`src/hw/rtl/tes_pkg.sv`:
```
// Package for the text encoding sniffer.
// Encoding codes, mark byte constants and the scan view struct.
// No dependencies.
`timescale 1ns / 1ps
`default_nettype none

package tes_pkg;

    // default sample window in bytes
    localparam int SAMPLE_BYTES_DEF = 4096;

    // encoding codes
    localparam logic [1:0] ENC_UNKNOWN = 2'd0;
    localparam logic [1:0] ENC_UTF16LE = 2'd1;
    localparam logic [1:0] ENC_UTF16BE = 2'd2;
    localparam logic [1:0] ENC_UTF8    = 2'd3;

    // mark lengths
    localparam logic [1:0] BOM_NONE  = 2'd0;
    localparam logic [1:0] BOM_UTF16 = 2'd2;
    localparam logic [1:0] BOM_UTF8  = 2'd3;

    // mark and UTF-8 class bytes
    localparam logic [7:0] BYTE_FF = 8'hff;
    localparam logic [7:0] BYTE_FE = 8'hfe;
    localparam logic [7:0] BYTE_EF = 8'hef;
    localparam logic [7:0] BYTE_BB = 8'hbb;
    localparam logic [7:0] BYTE_BF = 8'hbf;
    localparam logic [7:0] LEAD3_MIN = 8'he0;
    localparam logic [7:0] LEAD2_MIN = 8'hc0;
    localparam logic [7:0] CONT_MIN  = 8'h80;

    // scan state after the current word has been folded in
    typedef struct packed {
        logic [2:0][7:0] head;
        logic [1:0]      zeros;
        logic [1:0]      owed;
        logic            broken;
    } tes_scan_t;

endpackage

`default_nettype wire

```
`src/hw/rtl/text_encoding_sniffer.sv`:
```
// Top level of the text encoding sniffer: input register, scan and result.
// Depends on tes_pkg, tes_scan and tes_result.
`timescale 1ns / 1ps
`default_nettype none

// Takes a file one byte per word on the slave side, tlast on the final byte,
// and gives one result word per file: the encoding (unknown, UTF-16 LE,
// UTF-16 BE, UTF-8) and the byte-order-mark length. One byte is accepted
// every cycle while no closing byte waits on the result register. The byte
// passes through an input register, then the scan state and the classifier
// feed the result register combinationally. Only a closing byte waits on
// the result register; other bytes never stall on it.
// Without a mark, only the first SAMPLE_BYTES bytes are examined.
module text_encoding_sniffer #(
    parameter int SAMPLE_BYTES = tes_pkg::SAMPLE_BYTES_DEF
) (
    input  wire logic       clk,
    input  wire logic       rst_n,
    input  wire logic       s_tvalid,
    output logic            s_tready,
    input  wire logic [7:0] s_tdata,   // [7:0] data_byte
    input  wire logic       s_tlast,   // last_byte
    output logic            m_tvalid,
    input  wire logic       m_tready,
    output logic [7:0]      m_tdata    // [1:0] encoding, [3:2] bom_length, [7:4] zero
);

    logic               in_vld_reg, in_vld_next;
    logic [7:0]         in_byte_reg;
    logic               in_last_reg;
    logic               advance;
    tes_pkg::tes_scan_t view;
    logic [1:0]         encoding, bom_length;

    // a held byte moves on unless it closes a file and the result is stuck
    assign advance  = in_vld_reg && (!in_last_reg || !m_tvalid || m_tready);
    assign s_tready = !in_vld_reg || advance;

    assign in_vld_next = (s_tvalid && s_tready) ? 1'b1 : (advance ? 1'b0 : in_vld_reg);

    always_ff @(posedge clk or negedge rst_n)
    begin
        if (!rst_n)
        begin
            in_vld_reg <= 1'b0;
        end
        else
        begin
            in_vld_reg <= in_vld_next;
        end
    end

    // input payload
    always_ff @(posedge clk)
    begin
        if (s_tvalid && s_tready)
        begin
            in_byte_reg <= s_tdata;
            in_last_reg <= s_tlast;
        end
    end

    tes_scan #(
        .SAMPLE_BYTES(SAMPLE_BYTES)
    ) u_scan (
        .clk       (clk),
        .rst_n     (rst_n),
        .data_byte (in_byte_reg),
        .last_byte (in_last_reg),
        .advance   (advance),
        .view      (view)
    );

    tes_result u_result (
        .clk        (clk),
        .rst_n      (rst_n),
        .view       (view),
        .load       (advance && in_last_reg),
        .out_valid  (m_tvalid),
        .out_ready  (m_tready),
        .encoding   (encoding),
        .bom_length (bom_length)
    );

    assign m_tdata = {4'd0, bom_length, encoding};

endmodule

`default_nettype wire

```
`src/hw/rtl/tes_scan.sv`:
```
// Per-byte scan state: head bytes, sample counter, zero count, UTF-8 tracker.
// Depends on tes_pkg.
`timescale 1ns / 1ps
`default_nettype none

module tes_scan #(
    parameter int SAMPLE_BYTES = tes_pkg::SAMPLE_BYTES_DEF
) (
    input  wire logic             clk,
    input  wire logic             rst_n,
    input  wire logic [7:0]       data_byte,
    input  wire logic             last_byte,
    input  wire logic             advance,
    output tes_pkg::tes_scan_t    view
);

    localparam int CW = $clog2(SAMPLE_BYTES + 1);

    logic [CW-1:0]   cnt_reg, cnt_next;
    logic [2:0][7:0] head_reg;
    logic [1:0]      zeros_reg, owed_reg;
    logic            broken_reg;
    logic            in_sample;

    assign in_sample = cnt_reg < CW'(SAMPLE_BYTES);

    // fold the word into the state
    always_comb
    begin
        view.head   = head_reg;
        view.zeros  = zeros_reg;
        view.owed   = owed_reg;
        view.broken = broken_reg;
        cnt_next    = cnt_reg;
        for (int i = 0; i < 3; i++)
        begin
            if (cnt_reg == CW'(i))
            begin
                view.head[i] = data_byte;
            end
        end
        if (in_sample)
        begin
            cnt_next = cnt_reg + CW'(1);
            if (data_byte == 8'd0 && zeros_reg != 2'd2)
            begin
                view.zeros = zeros_reg + 2'd1;
            end
            priority if (owed_reg != 2'd0)
            begin
                if (data_byte < tes_pkg::CONT_MIN || data_byte >= tes_pkg::LEAD2_MIN)
                begin
                    view.broken = 1'b1;
                end
                view.owed = owed_reg - 2'd1;
            end
            else if (data_byte >= tes_pkg::LEAD3_MIN)
            begin
                view.owed = 2'd2;
            end
            else if (data_byte >= tes_pkg::LEAD2_MIN)
            begin
                view.owed = 2'd1;
            end
            else if (data_byte >= tes_pkg::CONT_MIN)
            begin
                // stray continuation in lead position
                view.broken = 1'b1;
            end
            else
            begin
                // one-byte character, nothing owed
                view.owed = owed_reg;
            end
        end
    end

    // state registers; a closing word restarts for the next file
    always_ff @(posedge clk or negedge rst_n)
    begin
        if (!rst_n)
        begin
            cnt_reg    <= '0;
            head_reg   <= '0;
            zeros_reg  <= '0;
            owed_reg   <= '0;
            broken_reg <= 1'b0;
        end
        else if (advance)
        begin
            if (last_byte)
            begin
                cnt_reg    <= '0;
                head_reg   <= '0;
                zeros_reg  <= '0;
                owed_reg   <= '0;
                broken_reg <= 1'b0;
            end
            else
            begin
                cnt_reg    <= cnt_next;
                head_reg   <= view.head;
                zeros_reg  <= view.zeros;
                owed_reg   <= view.owed;
                broken_reg <= view.broken;
            end
        end
    end

endmodule

`default_nettype wire

```
`src/hw/rtl/tes_result.sv`:
```
// Classifier and result register with the master-side handshake.
// Depends on tes_pkg.
`timescale 1ns / 1ps
`default_nettype none

module tes_result (
    input  wire logic               clk,
    input  wire logic               rst_n,
    input  wire tes_pkg::tes_scan_t view,
    input  wire logic               load,
    output logic                    out_valid,
    input  wire logic               out_ready,
    output logic [1:0]              encoding,
    output logic [1:0]              bom_length
);

    logic       vld_reg, vld_next;
    logic [1:0] enc_reg, bom_reg;
    logic [1:0] enc_next, bom_next;

    // mark check first, then zero count, then UTF-8 structure
    always_comb
    begin
        enc_next = tes_pkg::ENC_UNKNOWN;
        bom_next = tes_pkg::BOM_NONE;
        priority if (view.head[0] == tes_pkg::BYTE_FF && view.head[1] == tes_pkg::BYTE_FE)
        begin
            enc_next = tes_pkg::ENC_UTF16LE;
            bom_next = tes_pkg::BOM_UTF16;
        end
        else if (view.head[0] == tes_pkg::BYTE_FE && view.head[1] == tes_pkg::BYTE_FF)
        begin
            enc_next = tes_pkg::ENC_UTF16BE;
            bom_next = tes_pkg::BOM_UTF16;
        end
        else if (view.head[0] == tes_pkg::BYTE_EF && view.head[1] == tes_pkg::BYTE_BB
                 && view.head[2] == tes_pkg::BYTE_BF)
        begin
            enc_next = tes_pkg::ENC_UTF8;
            bom_next = tes_pkg::BOM_UTF8;
        end
        else if (view.zeros == 2'd2)
        begin
            enc_next = tes_pkg::ENC_UTF16LE;
        end
        else if (!view.broken && view.owed == 2'd0)
        begin
            enc_next = tes_pkg::ENC_UTF8;
        end
        else
        begin
            enc_next = tes_pkg::ENC_UNKNOWN;
        end
    end

    assign vld_next = load ? 1'b1 : (out_ready ? 1'b0 : vld_reg);

    always_ff @(posedge clk or negedge rst_n)
    begin
        if (!rst_n)
        begin
            vld_reg <= 1'b0;
        end
        else
        begin
            vld_reg <= vld_next;
        end
    end

    // payload, no reset needed
    always_ff @(posedge clk)
    begin
        if (load)
        begin
            enc_reg <= enc_next;
            bom_reg <= bom_next;
        end
    end

    assign out_valid  = vld_reg;
    assign encoding   = enc_reg;
    assign bom_length = bom_reg;

endmodule

`default_nettype wire

```
`config.mk`:
```
export PLATFORM = sky130hd
export DESIGN_NAME = text_encoding_sniffer
export DESIGN_NICKNAME = d
export VERILOG_FILES = /design/src/hw/rtl/tes_pkg.sv /design/src/hw/rtl/text_encoding_sniffer.sv /design/src/hw/rtl/tes_scan.sv /design/src/hw/rtl/tes_result.sv
export SDC_FILE = /design/constraint.sdc
export NUM_CORES = 1
export LEC_CHECK = 0
export BUFFER_PORTS_ARGS = -buffer_cell sky130_fd_sc_hd__buf_2
export CAP_MARGIN = 25
export CORE_MARGIN = 10
export CORE_UTILIZATION = 54
export CTS_BUF_LIST = sky130_fd_sc_hd__clkbuf_16
export CTS_CLUSTER_SIZE = 14
export DETAILED_ROUTE_END_ITERATION = 16
export PLACE_DENSITY = 0.76
export SETUP_SLACK_MARGIN = 0.4
export SLEW_MARGIN = 20
export SYNTH_ARGS = -nofsm -noshare
export SYNTH_HDL_FRONTEND = slang
export SYNTH_SLANG_ARGS = --single-unit
```
`constraint.sdc`:
```
create_clock -name clk -period 2.7 [get_ports clk]
set_input_delay 0.135 -clock clk [delete_from_list [all_inputs] [get_ports clk]]
set_output_delay 0.135 -clock clk [all_outputs]
set_load 0.03 [all_outputs]
```
==> summary.md <==
| Metric | Value |
|---|---|
| Global route total overflow | `0` |
| Endpoint, Worst Hold | `in_vld_reg` |
| Die W | `93.3 um` |
| FF-to-FF Start | `u_scan.cnt_reg[6]` |
| Gate Count Post-Synth | `298` |
| Initial Util | `56.4%` |
| Clock period minus worst slack | `2.58 ns` |
| Worst R2R Path Depth | `7` |
| Register area share after synthesis | `between 50% and 60%` |
| Mean routed wirelength per cell | `17.7 um` |
| Max clock buf depth | `2` |
| Core area | `between 5000 and 6000 um2` |
| Avg Vias per Cell | `just under 6` |
| Cells on Worst Hold Path | `2` |
| Post-synth top area share | `38.0%` |
| Vias in the first global route | `2,503` |
| Detailed Route Iter0 Violations | `around 270` |
| Hpwl dp | `between 4000 and 5000 um` |
| Die height | `around 93 um` |
| Synth-to-layout area growth | `30.3%` |
| Register area | `about 1500 um2` |
| Nets | `around 370` |
| Min-Delay Path Class | `in -> reg` |
| RSZ-0062 raised after global routing | `true` |
| Via count | `around 2,600` |
| Pwr dens | `approximately 750 nW/um2` |
| Slew @ Worst Pin | `a little under 0.6 ns` |
| Layout filler cell count | `around 340` |
| Max reg flops | `24` |
| Initial antenna violation count | `0` |
| Final Power | `2810 uW` |
| Leakage | `between 0.0015 and 0.002 uW` |
| Post-synth cell types | `between 50 and 60` |
| Final worst-path cycle share | `approximately 95%` |
| Mapped cell area | `2900 um2` |
| Final hold violation count | `0` |
| Crit path capture type | `register` |
| CTS tree | `built` |
| Worst VDD drop | `~700 uV` |
| Post-synth EDFFs | `13` |
| Share of cells above drive strength 1 | `between 20% and 30%` |
| Worst setup SP type | `register` |
| CTS Buf Count | `9` |
| Final Max Tran Viols | `0` |
| Clock Skew | `0.00674 ns` |
| Outcome | `finished, final reports clean` |
| Final Wtd Congestion | `around 0.89` |
| R2r setup slk | `between 0.1 and 0.15 ns` |
| Pre-antenna DRT Iters | `5` |
| Routed Antenna Nets | `0` |
| Worst setup path class | `reg -> reg` |
| Worst-path maximum fanout | `6` |
| Largest net degree at the start of global routing | `45` |
| # diodes | `0` |
| Setup_tns | `0 ns` |
| CP required | `around 2.9 ns` |
| Count leader, synth | `nand2_1` |
| Hold Crit Start | `s_tvalid` |
| Clk root buf | `clkbuf_16` |
| Max Cap Viol | `0` |
| Post-synth top flop | `dfrtp_1` |
| Footprint of the multi-input gates | `about 1400 um2` |
| Clk slew on worst S/H paths | `roughly 0.050 ns` |
| Setup violations, final | `0` |
| # DRC | `0` |
| Port bufs | `18` |
| Most frequent cells after synthesis | `nand2_1 (50), dfrtp_1 (44), o21ai_0 (36)` |
| Die area | `~8700 um2` |
| Clk_lat worst skew | `0.32 ns` |
| Yosys top cell by area | `dfrtp_1` |
| Top Ports | `23` |
| Post-synth ARST share | `77.2%` |
| Fmax | `0.388 GHz` |
| RR Endpoint | `u_result.encoding[1]` |
| Synth area leaders | `dfrtp_1 (38%), edfxtp_1 (13%), nand2_1 (6.5%)` |
| Rows | `26` |
| Clock sink count | `57` |
| Synth Register Bits | `between 50 and 60` |
| Aggregate global-route resource usage | `approximately 18%` |
| Syn. warnings | `0` |
| First-pass GRT wire length | `12,400 um` |
| Crit path DAT | `around 2.8 ns` |
| Fin util | `between 70% and 80%` |
| Hold slack | `0.0241 ns` |
| Mean Syn Cell Area | `around 9.7 um2` |
| Rel. slew slack | `between 60% and 70%` |
| H-tree levels | `3` |
| Final Routed Wirelength | `roughly 7600 um` |
-- area by class of cell --
class	count	share of cell area, %
Timing Repair Buffer	58	11.8
Clock buffer	9	5.97
Clock inverter	7	2.29
Tap cell	70	2.32
Inverter	9	0.895
Multi-Input combinational cell	221	37.2
Sequential cell	57	39.5
-- through the flow --
step / cells / setup slack [ns] / cell area [um2]
final: 431 / 0.122 / 3770
after global routing: 431 / 0.0202 / 3770
after CTS: 424 / 0.256 / 3670
after detailed placement: 383 / 0.158 / 3080
after global placement: 383 / 0.194 / 3080
after floorplan: 301 / 0.256 / 2930
-- routing by layer --
layer / vias up / global-route usage [%] / share of wire [%]
li1: 1178 / - / -
met1: 1227 / 22.6 / 43
met2: 135 / 27.7 / 47
met3: 23 / 4.40 / 7.6
met4: 0 / 7.46 / 2.4
met5: - / 0 / 0
-- layout by cell type, fill, tap and decap left out, types with 4 or more instances in the layout --
cell,instances
nor2_1,21
buf_6,5
nand2_1,50
a21oi_1,6
buf_4,24
o22ai_1,4
dfrtp_1,44
ha_1,4
and3_1,4
conb_1,4
clkbuf_16,9
buf_2,18
nor3_1,5
dlygate4sd3_1,10
xor2_1,5
o21ai_0,35
edfxtp_1,13
nand3_1,9
inv_1,8
nand4_1,8
-- worst max-delay path, cell delays in order, from the launching register on --
cell and delay, ns:
dfrtp_1 0.38, or4_4 0.61, nor4_4 0.43, and4_1 0.30, o22ai_2 0.10, or2_4 0.29, a21oi_2 0.16, a2bb2oi_2 0.15
-- where the power goes --
group / total, uW / switching, uW / internal (uW)
logic: 582 / 319 / 263
clock network: 1170 / 371 / 797
registers: 1060 / 81.7 / 982
total: 2810 / 772 / 2040
-- cell families (layout without fill, tap and decap cells) --
kind of cell | count (synthesis) | in the layout | synth area share (%)
AOI/OAI and AO/OA | 66 | 66 | 13.1
xor gates and xnor gates | 8 | 8 | 2.42
adders and majority gates | 5 | 5 | 2.16
buffers and inverters | 23 | 83 | 3.89
DFF | 57 | 57 | 51.5
muxes | 4 | 4 | 1.38
other | 1 | 4 | 0.129
and+or+nand+nor | 134 | 134 | 25.4
-- repair_timing --
item                                   in CTS  in global routing
endpoints found under the hold margin       9                 11
buffers inserted                           16                  5
hold buffers                                9                  1
resized for setup                          16                  6
setup endpoints to repair                   4                  4
pin swaps                                  17                 10
-- how the worst max path moves through the flow --
stage	startpoint	end	slack, ns	cells after the start
global placement	u_scan.cnt_reg[0]	u_result.encoding[0]	0.19	8
global route	u_scan.cnt_reg[4]	u_result.encoding[1]	0.02	7
CTS	u_scan.cnt_reg[7]	u_result.encoding[0]	0.26	8
detailed placement	u_scan.cnt_reg[0]	u_result.encoding[0]	0.16	8
finish	u_scan.cnt_reg[6]	u_result.encoding[1]	0.12	7
floorplan	u_scan.cnt_reg[0]	u_result.encoding[0]	0.26	8
(Power assumes the default switching activity.)
